<file path="src/rtl/erl_pkg.sv">
// Shared types and constants for the endpoint register and lookup block.
// No dependencies; erl_ctrl, erl_dp and the top level import this package.
package erl_pkg;

  localparam int TABLE_DEPTH = 256;
  localparam int TBL_IDX_W   = (TABLE_DEPTH > 1) ? $clog2(TABLE_DEPTH) : 1;
  localparam int FILL_W      = $clog2(TABLE_DEPTH + 1);

  localparam logic [FILL_W-1:0] FILL_MAX = FILL_W'(TABLE_DEPTH);

  // result codes
  localparam logic [2:0] ST_REGISTERED = 3'd0;
  localparam logic [2:0] ST_MALFORMED  = 3'd1;
  localparam logic [2:0] ST_DUPLICATE  = 3'd2;
  localparam logic [2:0] ST_NOT_FOUND  = 3'd3;
  localparam logic [2:0] ST_FOUND      = 3'd4;
  localparam logic [2:0] ST_TABLE_FULL = 3'd5;

  // request kinds
  localparam logic OP_REGISTER = 1'b0;
  localparam logic OP_LOOKUP   = 1'b1;

  // characters
  localparam logic [7:0] CH_ZERO  = 8'h30;
  localparam logic [7:0] CH_NINE  = 8'h39;
  localparam logic [7:0] CH_DOT   = 8'h2E;
  localparam logic [7:0] CH_COLON = 8'h3A;

  // field limits
  localparam logic [2:0]  PORT_FIELD   = 3'd4;
  localparam logic [2:0]  LAST_OCTET   = 3'd3;
  localparam logic [2:0]  OCTET_DIGITS = 3'd3;
  localparam logic [2:0]  PORT_DIGITS  = 3'd5;
  localparam logic [16:0] OCTET_MAX    = 17'd255;
  localparam logic [16:0] PORT_MAX     = 17'd65535;
  localparam logic [15:0] REQ_MAX      = 16'hFFFF;

  typedef struct packed {
    logic accept;   // input transfer this cycle
    logic finish;   // close the request after its last character
    logic scan;     // step the table search
    logic commit;   // produce the result, store on register
  } erl_cmd_t;

  typedef struct packed {
    logic scan_done;
    logic out_free;
  } erl_stat_t;

endpackage

</file>
<file path="src/rtl/erl_ctrl.sv">
// Controller: sequences parse, request close, table search and result.
// Depends on erl_pkg.
module erl_ctrl (
  input  logic              clk,
  input  logic              rst,
  input  logic              in_valid,
  input  logic              in_last,
  output logic              in_ready,
  input  erl_pkg::erl_stat_t stat,
  output erl_pkg::erl_cmd_t  cmd
);
  import erl_pkg::*;

  localparam logic [1:0] S_PARSE  = 2'd0;
  localparam logic [1:0] S_FINAL  = 2'd1;
  localparam logic [1:0] S_SEARCH = 2'd2;

  logic [1:0] state;
  logic [1:0] state_next;

  always_comb begin
    state_next = state;
    in_ready   = 1'b0;
    cmd        = '0;
    case (state)
      S_PARSE: begin
        in_ready   = 1'b1;
        cmd.accept = in_valid;
        if (in_valid && in_last) begin
          state_next = S_FINAL;
        end
      end
      S_FINAL: begin
        cmd.finish = 1'b1;
        state_next = S_SEARCH;
      end
      S_SEARCH: begin
        cmd.scan = 1'b1;
        if (stat.scan_done && stat.out_free) begin
          cmd.commit = 1'b1;
          state_next = S_PARSE;
        end
      end
      default: begin
        state_next = S_PARSE;
      end
    endcase
  end

  always_ff @(posedge clk) begin
    if (rst) begin
      state <= S_PARSE;
    end else begin
      state <= state_next;
    end
  end

endmodule

</file>
<file path="config.mk">
export PLATFORM = sky130hd
export DESIGN_NAME = erl_ctrl
export DESIGN_NICKNAME = d
export VERILOG_FILES = /design/src/rtl/erl_pkg.sv /design/src/rtl/erl_ctrl.sv
export SDC_FILE = /design/constraint.sdc
export NUM_CORES = 1
export LEC_CHECK = 0
export BUFFER_PORTS_ARGS = -buffer_cell sky130_fd_sc_hd__buf_2
export CAP_MARGIN = 10
export CORE_AREA = 2 2 39 41
export CTS_CLUSTER_SIZE = 24
export DETAILED_ROUTE_END_ITERATION = 7
export DIE_AREA = 0 0 41 43
export GPL_TIMING_DRIVEN = 0
export HOLD_SLACK_MARGIN = 0.06
export PLACE_DENSITY = 0.31
export SETUP_SLACK_MARGIN = 0.1
export SYNTH_ARGS = -nofsm -noshare
export SYNTH_HDL_FRONTEND = slang
export SYNTH_SLANG_ARGS = --single-unit
</file>
<file path="constraint.sdc">
create_clock -name clk -period 0.87 [get_ports clk]
set_input_delay 0.087 -clock clk [delete_from_list [all_inputs] [get_ports clk]]
set_output_delay 0.087 -clock clk [all_outputs]
set_load 0.05 [all_outputs]
</file>
==> results summary, run 1 <==
The number of antenna violations at the first check in global routing is 0. The number of buffers on the longest clock path is 2. The setup slack after layout is -0.281 ns. The layer carrying the most global-route usage is met1. The number of instances in the synthesized netlist is 11. The worst hold path class is input pin to flop. The met3 layer usage reported by global route came out at 0.0471.

The final worst-path cycle share came out at 1.32. The worst slew slack as a fraction of its limit came out at 0.899. The standard cell area after detailed placement came out at 186 um2.

The fraction of the yosys area taken by sequential cells is 0.427. Ranked by total cell area, the synthesized netlist is headed by sky130_fd_sc_hd__dfxtp_1 (43%), sky130_fd_sc_hd__nor2b_1 (13%), sky130_fd_sc_hd__and3b_1 (9.3%), sky130_fd_sc_hd__and2b_1 (8.0%), sky130_fd_sc_hd__and2_1 (6.7%). Of the total power, the clock network draws 0.455. The via count is 145. The per-cell via count in the routed design is 3.15. The number of max-slew violations in the final report is 0. Data arrives at the worst endpoint at 1.06 ns. The flow ran to the end, but the final reports show violations. The wire length of the first global-routing pass came out at 572 um. The number of buffers inserted during clock tree synthesis is 3.

The Yosys step of the flow raised 0 warnings. In the global route stage, overall resource usage came out at 0.0551. The count of nets left with antenna violations once routing finished came out at 0. The utilization after layout is 0.222.

The final number of hold-violating endpoints came out at 0. The number of flip-flops under the largest register name is 2. The summed instance area of the synthesized netlist came out at 93.8 um2. Power spread over the standard cell area amounts to 1460 nW/um2.

The wire length reported by the detailed router is 317 um. In this run the register-to-register setup slack is -0.12 ns. The DRC violation total after the first TritonRoute iteration is 3. The synthesized design spends more area on one cell type than any other, namely sky130_fd_sc_hd__dfxtp_1. The area of the die came out at 1760 um2. The number of violations of the max-capacitance limit came out at 0. The required arrival time at the worst endpoint came out at 0.78 ns.

After detailed routing, the average wire length per cell comes to 6.89 um. The starting utilization of the core area is 0.0678. The largest registers in the layout are state (2). The summed negative setup slack over all endpoints is -1.21 ns. The relative area change from synthesis to final layout came out at 227%.

The post-layout net count came out at 38. The largest net degree at the start of global routing is 4. The finished cells cover 307 um2.

The mean instance size in the synthesized netlist came out at 8.53 um2. The part of the total power dissipated in sequential elements is 0.226. Clock skew on the completed layout was measured at 0.00238 ns. The clock reaches the later pin of the worst-skew pair after 0.22 ns. Counting every sink on the clock net gives 2. STA classifies the critical path startpoint as a flop. The height of the die is 43 um. Setup repair after global routing could not meet its margin everywhere. The layout cell share with drive strength beyond 1 is 0.867. The slew at the pin closest to its max-slew limit came out at 0.151 ns. Cell internal power was estimated by the tool at 0.322 mW. The number of distinct library cells after synthesis is 9. STA classifies the critical path endpoint as a primary output. Of the total power, combinational logic draws 0.319. The checks that failed: negative setup slack. The design draws 0.448 mW. The die extent in x is 41 um. The via count of the first global-routing pass came out at 159. The TritonCTS clock tree is built. The highest fanout seen on the critical path is 3.

Final hold analysis gives a worst-case slack of 0.131 ns. At the end of routability-driven placement, the weighted congestion stood at 0.556. In this run the clock root is driven by a sky130_fd_sc_hd__clkbuf_4. Counting flops and latches in the post-synthesis netlist gives 2.

The fraction of synthesized cell area taken by the top area cell type is 0.427. 11 I/O pins were placed. The met1 track demand over resource is 0.0639. The critical path is of the flop to primary output type.

The number of rows in the core area is 14. The total grt overflow came out at 0. The post-synthesis net count came out at 17. state holds more flip-flops than any other register.

Setup violations remaining at the end of the flow were counted as 7. The count of buffers from port buffering came out at 10. The maximum clock frequency came out at 0.869 GHz.

For this run, global-route usage on met2 was measured as 0.0531. The switching share of power is 0.281. For this design the static power due to leakage is 0.147 nW.

The switching component of the power is 0.126 mW. In the routed design, unresolved DRC markers number 0. The final critical delay including setup and external delays came out at 1.15 ns. The number of antenna diodes came out at 0. The H-tree level count came out at 1. The count of TritonRoute iterations in the first routing pass is 2. The maximum vdd drop is 0.481 mV.

The clock-pin slew of the registers on the worst-case setup and hold paths came out at 0.03 ns. In this run the standard cell core region covers 1380 um2.
-- cell type report --
class | instances | area (um2)
multi-input cells | 9 | 77.6
fillers | 147 | 1080
well taps | 16 | 20.0
flip-flops and latches | 2 | 42.5
clock buffers | 3 | 22.5
repair buffers | 16 | 144
-- logic make-up (layout without fill, tap and decap cells) --
| family | Yosys count | count (layout) | share of synthesized area |
|---|---|---|---|
| flip-flops | 2 | 2 | 0.427 |
| buffers and inverters | 0 | 19 | 0 |
| AND/OR/NAND/NOR | 8 | 8 | 0.520 |
| AO/OA/AOI/OAI | 1 | 1 | 0.0533 |
-- power by group through the flow --
stage | clock network, mW | logic [mW] | registers [mW]
after global routing | 0.237 | 0.151 | 0.102
after detailed placement | 0 | 0.0933 | 0.104
after global placement | 0 | 0.0928 | 0.103
after CTS | 0.219 | 0.131 | 0.102
after floorplan | 0 | 0.0697 | 0.103
final | 0.204 | 0.143 | 0.101
-- per-layer routing --
layer	up-vias	wire length, um
li1	75	-
met1	60	168
met2	10	116
met3	0	32
met4	0	0
met5	-	0
-- worst max-delay path, stage by stage (launching register included) --
cell and delay (ns):
sky130_fd_sc_hd__dfxtp_2 0.31, sky130_fd_sc_hd__and2b_4 0.24, sky130_fd_sc_hd__nor2b_4 0.13, sky130_fd_sc_hd__buf_6 0.16
-- through the flow --
stage / setup slack, ns / std cells
final: -0.281 / 46
after CTS: -0.294 / 44
after global routing: -0.331 / 46
after detailed placement: -0.161 / 37
after global placement: -0.154 / 37
after floorplan: -0.267 / 11
-- Yosys cell counts --
library cell              instances
sky130_fd_sc_hd__and2_1           1
sky130_fd_sc_hd__nor2_1           1
sky130_fd_sc_hd__nand2_1          1
sky130_fd_sc_hd__and3b_1          1
sky130_fd_sc_hd__dfxtp_1          2
sky130_fd_sc_hd__nor2b_1          2
sky130_fd_sc_hd__and2b_1          1
sky130_fd_sc_hd__a21oi_1          1
sky130_fd_sc_hd__nor2_2           1
-- repair_timing --
action / CTS / global route
endpoints found under the hold margin: 1 / 0
endpoints found under the setup margin: 7 / 7
buffers inserted: 3 / 2
resized for setup: 13 / 2
pin swaps: 2 / 2
gates cloned: 0 / 0
hold buffers: 1 / 0
-- path summary, 6_finish.rpt --
kind | startpoint | to | cells after the start
worst min register to register | state[1] | state[1] | 3
worst min-delay path | in_last | state[0] | 2
worst max-delay path | state[0] | cmd[0] | 3
worst max register to register | state[0] | state[1] | 5
-- cell usage in the layout, fill, tap and decap left out --
master	count
sky130_fd_sc_hd__and3b_1	1
sky130_fd_sc_hd__clkbuf_4	3
sky130_fd_sc_hd__nor2b_4	1
sky130_fd_sc_hd__a21oi_2	1
sky130_fd_sc_hd__buf_4	4
sky130_fd_sc_hd__dfxtp_2	2
sky130_fd_sc_hd__and2_4	1
sky130_fd_sc_hd__buf_6	3
sky130_fd_sc_hd__buf_2	5
sky130_fd_sc_hd__nor2b_2	1
sky130_fd_sc_hd__dlygate4sd3_1	1
sky130_fd_sc_hd__buf_8	3
sky130_fd_sc_hd__nor2_1	1
sky130_fd_sc_hd__nor2_4	1
sky130_fd_sc_hd__and2b_4	1
sky130_fd_sc_hd__nand2_1	1
Note: power is estimated with default switching activity, not from simulation.
==> run 2: changes to the inputs <==
Settings changed: CORE_AREA 2 2 39 41 to 4 4 41 43, DIE_AREA 0 0 41 43 to 0 0 45 47.
==> results summary, run 2 (synthesized netlist as in run 1, its figures left out) <==
The summed negative setup slack over all endpoints is -1.18 ns (+0.0346 ns). The worst-case register-to-register setup slack came to -0.02 ns (+0.10 ns). The placed cell count is 36 (-2.7%). The per-cell via count in the routed design was 3.14 (-0.40%). The clock insertion delay at the later pin of the skew report came out at 0.23 ns (about the same).

The clock root buffer is sky130_fd_sc_hd__clkbuf_4. The number of filler instances in the final layout is 152 (+3.4%). The final critical delay including setup and external delays is 1.16 ns (+0.0105 ns).

The layout cell share with drive strength beyond 1 is 0.857 (-0.00952). The worst hold path depth came out at 2 (unchanged). The final reports fail on negative setup slack. The starting utilization of the core area was 0.0721 (+0.00430). The worst register-to-register path ends at state[1]. The clock-pin slew of the registers on the worst-case setup and hold paths came out at 0.03 ns (about the same). The critical path's slowest cell is sky130_fd_sc_hd__dfxtp_2.

The total grt overflow was 0 (unchanged). The number of buffers on the longest clock path came out at 2 (unchanged). The number of violations of the max-capacitance limit is 0 (unchanged).

The total track usage came to 0.0457 (-0.00940). Setup repair after global routing could not meet its margin everywhere. The TritonCTS clock tree is built. The wire length reported by the detailed router came to 341 um (+7.6%).

The final standard cell count with taps included and fillers excluded came to 43 (-6.5%). The slew at the pin closest to its max-slew limit came out at 0.250 ns (+0.0991 ns). The cell depth of the worst flop-to-flop path is 4 (-1). The clock sink total is 2 (unchanged). The type of destination of the critical path is a primary output. The DRC violation total after the first TritonRoute iteration was 0 (-3). The count of buffer and inverter cells on the critical path is 1 (unchanged). The final clock skew is 0.00383 ns (+0.00145 ns). The setup slack after layout is -0.292 ns (-0.0105 ns).

The final worst-path cycle share was 1.34 (+0.0120). The routed wirelength normalized by instance count is 7.93 um (+15%). The count of buffers from port buffering is 10 (unchanged). The I/O pin total is 11 (unchanged). The largest net degree at the start of global routing is 4 (unchanged). Compared with the post-synthesis result, the final layout area differs by 201%. The required arrival time at the worst endpoint is 0.78 ns (about the same).

The worst stage delay on the critical path is 0.31 ns (about the same). The maximum clock frequency was 0.861 GHz (-0.90%). The final number of hold-violating endpoints came out at 0 (unchanged). Ranked by flip-flop count, first place goes to state. The critical path's top delay family is simple AND/OR/NAND/NOR gates. The wire length of the first global-routing pass came out at 614 um (+7.3%). The number of buffers inserted during clock tree synthesis is 3 (unchanged).

The worst hold path terminates at state[0]. The via count of the first global-routing pass came out at 167 (+5.0%). The count of TritonRoute iterations in the first routing pass came out at 1 (-1). The library cell used most frequently in the layout, excluding fill and tap cells, is sky130_fd_sc_hd__buf_2.

The worst setup path is of the flop to primary output kind. The utilization after layout came out at 0.217 (-0.00421). The run finished, with violations left. The critical path goes through and2b_4, nor2b_4, buf_6.

The post-layout net count came out at 36 (-5.3%). STA classifies the critical path startpoint as a flop. The via count was 135 (-6.9%).

The core area is 1300 um2 (-6.0%). The leakage power is 0.136 nW (-7.4%). The number of endpoints failing setup at the final stage came out at 7 (unchanged). The arrival time of the worst setup path was 1.07 ns (about the same). The maximum vdd drop is 0.619 mV (+29%). The H-tree level count came out at 1 (unchanged).

The height of the die was 47 um (+9.3%). The critical register-to-register path startpoint is state[1]. The area of the die came out at 2120 um2 (+20%). The worst slew slack as a fraction of its limit came out at 0.834 (-0.0647). The path class of the tightest hold or removal check is input pin to flop.

The number of antenna violations at the first check in global routing came out at 0 (unchanged). The number of rows in the core area came out at 13 (-1). The highest fanout seen on the critical path came out at 3 (unchanged). The largest registers in the layout are state (2). The library cells used most frequently in the layout, excluding fill and tap cells, are sky130_fd_sc_hd__buf_2 (6), sky130_fd_sc_hd__clkbuf_4 (3), sky130_fd_sc_hd__buf_6 (3). The number of flip-flops under the largest register name came out at 2 (unchanged). The number of max-slew violations in the final report was 0 (unchanged). The die extent in x is 45 um (+9.8%).

The post-route antenna net violation count is 0 (unchanged). The final weighted congestion in routability-driven placement was 0.619 (+11%). The number of DRC violations after detailed routing is 0 (unchanged).

The number of antenna diodes is 0 (unchanged). The ratio of total power to cell area is 1560 nW/um2 (+6.6%). The startpoint identified for the worst hold timing path is in_last.
run 2: changes by cell type in the layout (fill, tap and decap cells not counted), sizes merged:
cell / change
buf: -2
run 2: repair_timing:
item | 4_1_cts | 5_1_grt
hold buffers | 1 | 0
setup endpoints to repair | 7 | 7
resized for setup | 10 | 3
endpoints found under the hold margin | 1 | 0
buffers inserted | 2 | 1
pin swaps | 2 | 1
run 2: through the flow:
stage / area, um2 / total power, mW / setup slack [ns] / hold WS (ns)
floorplan: 116 / 0.173 / -0.267 / 0.152
global placement: 185 / 0.197 / -0.157 / 0.252
detailed placement: 185 / 0.198 / -0.162 / 0.260
CTS: 265 / 0.447 / -0.302 / 0.101
global route: 283 / 0.470 / -0.321 / 0.130
finish: 283 / 0.441 / -0.292 / 0.107
run 2: layer usage:
layer / part of all wire / wire length [um] / GRT usage
met5: 0 / 0 / 0
met4: 0 / 0 / 0.0526
met3: 0.070 / 24 / 0.0383
met2: 0.51 / 174 / 0.0621
met1: 0.41 / 141 / 0.0384
run 2: worst register-to-register path, stage by stage, from the launching register on:
cell                      delay, ns
sky130_fd_sc_hd__dfxtp_4       0.35
sky130_fd_sc_hd__and2b_4       0.17
sky130_fd_sc_hd__buf_4         0.13
sky130_fd_sc_hd__a21oi_2       0.11
sky130_fd_sc_hd__nor2_1        0.04
run 2: worst max path at each step:
| stage | startpoint | endpoint | slack, ns | cells after the start |
|---|---|---|---|---|
| 3_5_place_dp | state[0] | cmd[0] | -0.16 | 3 |
| 5_1_grt | state[0] | cmd[0] | -0.32 | 3 |
| 4_1_cts | state[0] | cmd[0] | -0.30 | 3 |
| 2_1_floorplan | state[0] | state[0] | -0.27 | 3 |
| 3_3_place_gp | state[0] | cmd[0] | -0.16 | 3 |
| 6_report | state[0] | cmd[0] | -0.29 | 3 |
run 2: area by class of cell:
cell class	instances	area (um2)	area share
clock buffer	3	22.5	0.0796
sequential	2	45.0	0.159
multi-input combinational	9	77.6	0.274
tap	15	18.8	0.0664
timing repair buffer	14	119	0.420
run 2: power by group:
part           internal (mW)  switching [mW]
logic                 0.0651          0.0687
registers             0.0954         0.00432
clock network          0.152          0.0549
total                  0.313           0.128
==> run 3: changes to the inputs <==
Settings changed: CORE_AREA 4 4 41 43 to 2 2 39 41, DIE_AREA 0 0 45 47 to 0 0 41 43, SETUP_SLACK_MARGIN 0.1 to unset.
==> results summary, run 3 (synthesized netlist as in run 1, its figures left out) <==
The worst setup path is launched from a flop. The clock insertion delay at the later pin of the skew report came out at 0.22 ns (about the same). The combinational cell fraction of total power is 0.305 (about the same). The height of the die was 43 um (-8.5%). The wire length reported by the detailed router came out at 316 um (-7.3%). The final clock skew is 0.00244 ns (-0.00139 ns).

The endpoint of the worst-slack reg-to-reg timing path is state[0]. The routed wirelength normalized by instance count is 7.18 um (-9.4%). The top cell types in the final layout, fill and taps aside, are sky130_fd_sc_hd__buf_2 (5), sky130_fd_sc_hd__clkbuf_4 (3), sky130_fd_sc_hd__buf_8 (3), sky130_fd_sc_hd__buf_4 (3).

The layout cell share with drive strength beyond 1 is 0.821 (-0.0357). The final weighted congestion in routability-driven placement is 0.556 (-10%). The slew at the pin closest to its max-slew limit came out at 0.138 ns (-0.112 ns).

The startpoint identified for the worst hold timing path is in_last. The commonest non-fill, non-tap cell in the layout is sky130_fd_sc_hd__buf_2. The setup slack after layout was -0.285 ns (+0.00670 ns). The largest net degree at the start of global routing came out at 4 (unchanged).

The arrival time of the worst setup path was 1.07 ns (about the same). The DRC violation total after the first TritonRoute iteration came to 3 (+3). The number of violations of the max-capacitance limit is 0 (unchanged). The largest registers in the layout are state (2).

The number of filler instances in the final layout came out at 152 (unchanged). The required arrival time at the worst endpoint is 0.78 ns (about the same). The number of flip-flops under the largest register name came out at 2 (unchanged). state holds more flip-flops than any other register. The per-cell via count in the routed design came to 3.20 (+2.1%).

The number of buffers inserted during clock tree synthesis is 3 (unchanged). The number of rows in the core area came to 14 (+1). The internal portion of total power came out at 0.316 mW (+0.91%). The ratio of total power to cell area is 1550 nW/um2 (-0.62%). The cell depth of the worst flop-to-flop path was 4 (unchanged).

The count of buffers from port buffering came to 10 (unchanged). The number of DRC violations after detailed routing came out at 0 (unchanged). The number of antenna violations at the first check in global routing came out at 0 (unchanged). The area of the die came out at 1760 um2 (-17%).

The maximum clock frequency is 0.866 GHz (+0.58%). The relative area change from synthesis to final layout came out at 203%. The core area is 1380 um2 (+6.3%). The leakage power is 0.135 nW (-0.76%).

Setup repair after global routing could not meet its margin everywhere. The starting utilization of the core area came out at 0.0678 (-0.00430). The final worst-path cycle share came out at 1.33 (-0.00771). The via count of the first global-routing pass is 164 (-1.8%). The run finished, with violations left. The part of the total power dissipated in sequential elements is 0.231 (+0.005). The switching share of power came out at 0.282 (-0.00782).

The number of max-slew violations in the final report came out at 0 (unchanged). The maximum vdd drop was 0.483 mV (-22%). The worst hold path depth is 2 (unchanged). The H-tree level count was 1 (unchanged).

The post-layout net count came out at 36 (unchanged). TritonCTS built the clock tree. The summed negative setup slack over all endpoints is -1.08 ns (+0.0966 ns). In this run the critical register-to-register path is launched from state[0].

The endpoint of the most critical setup path is cmd[0]. The type of destination of the critical path is a primary output. The most critical setup path has its startpoint at state[0].

The worst hold path class is input pin to flop. The post-route antenna net violation count came out at 0 (unchanged). The via count is 141 (+4.4%).

The utilization after layout is 0.205 (-0.0121). The worst slew slack as a fraction of its limit was 0.908 (+0.0735). The worst-case register-to-register setup slack came out at -0.02 ns (about the same). The highest fanout seen on the critical path came out at 3 (unchanged). The I/O pin total came out at 11 (unchanged). The total track usage is 0.0561 (+0.0104). The wire length of the first global-routing pass came out at 586 um (-4.6%).

The die extent in x came out at 41 um (-8.9%). The switching component of the power is 0.124 mW (-2.9%). The number of endpoints failing setup at the final stage was 6 (-1). The standard cell area after detailed placement came out at 186 um2 (+0.68%).

The clock root buffer is sky130_fd_sc_hd__clkbuf_4. The cell area after layout came to 284 um2 (+0.44%). The final critical delay including setup and external delays is 1.15 ns (-0.00670 ns).

The power share of the clock group came to 0.464 (-0.006). The total grt overflow was 0 (unchanged). The count of TritonRoute iterations in the first routing pass is 2 (+1). The critical path is of the flop to primary output type. The clock-pin slew of the registers on the worst-case setup and hold paths is 0.03 ns (about the same). The checks that failed: negative setup slack.

The number of antenna diodes came to 0 (unchanged). The clock sink total is 2 (unchanged). The final number of hold-violating endpoints came to 0 (unchanged). The number of buffers on the longest clock path was 2 (unchanged).
==> run 3: cell types whose count changed in the layout (fill, tap and decap cells not counted) <==
cell                      delta
sky130_fd_sc_hd__a21oi_1     +1
sky130_fd_sc_hd__a21oi_2     -1
sky130_fd_sc_hd__buf_2       -1
sky130_fd_sc_hd__buf_4       +1
sky130_fd_sc_hd__buf_6       -1
sky130_fd_sc_hd__buf_8       +1
sky130_fd_sc_hd__dfxtp_2     +1
sky130_fd_sc_hd__dfxtp_4     -1
==> run 3: how the worst min path moves through the flow <==
stage	end	slack [ns]
floorplan	state[1]	0.15
global placement	state[1]	0.26
finish	state[0]	0.13
global route	state[0]	0.14
CTS	state[0]	0.12
detailed placement	state[1]	0.26
==> run 3: critical path, stage by stage, from the launching register on <==
cell and delay (ns):
sky130_fd_sc_hd__dfxtp_2 0.31, sky130_fd_sc_hd__and2b_4 0.25, sky130_fd_sc_hd__nor2b_4 0.13, sky130_fd_sc_hd__buf_6 0.16
==> run 3: layout make-up <==
cell class	instances	area, um2	share of cell area
Clock buffer	3	22.5	0.0793
Multi-Input combinational cell	9	73.8	0.260
Sequential cell	2	42.5	0.150
Tap cell	16	20.0	0.0705
Timing Repair Buffer	14	125	0.441
==> run 3: metal layers <==
metal	vias to the layer above	global-route usage	part of all wire
met5	-	0	0
met4	0	0.0600	0
met3	0	0.0471	0.12
met2	10	0.0656	0.41
met1	60	0.0543	0.47
li1	71	-	-
==> run 3: repair_timing <==
item | in CTS | in global routing
setup endpoints to repair | 5 | 6
pin swaps | 2 | 0
setup buffers | 2 | 1
hold buffers | 1 | 0
resized for setup | 12 | 1
endpoints found under the hold margin | 1 | 0
==> run 3: per-stage QoR <==
| step | hold WS [ns] | worst slack (ns) | power (mW) | cells |
|---|---|---|---|---|
| after floorplan | 0.152 | -0.267 | 0.173 | 11 |
| after global placement | 0.260 | -0.154 | 0.196 | 37 |
| after detailed placement | 0.264 | -0.161 | 0.197 | 37 |
| after CTS | 0.123 | -0.296 | 0.447 | 43 |
| after global routing | 0.141 | -0.336 | 0.481 | 44 |
| final | 0.130 | -0.285 | 0.440 | 44 |
==> run 3: power groups by stage <==
stage	Clock (mW)	Sequential (mW)	Combinational [mW]
after floorplan	0	0.103	0.0697
after global placement	0	0.103	0.0928
after detailed placement	0	0.104	0.0933
after CTS	0.219	0.102	0.126
after global routing	0.237	0.102	0.143
final	0.204	0.101	0.134
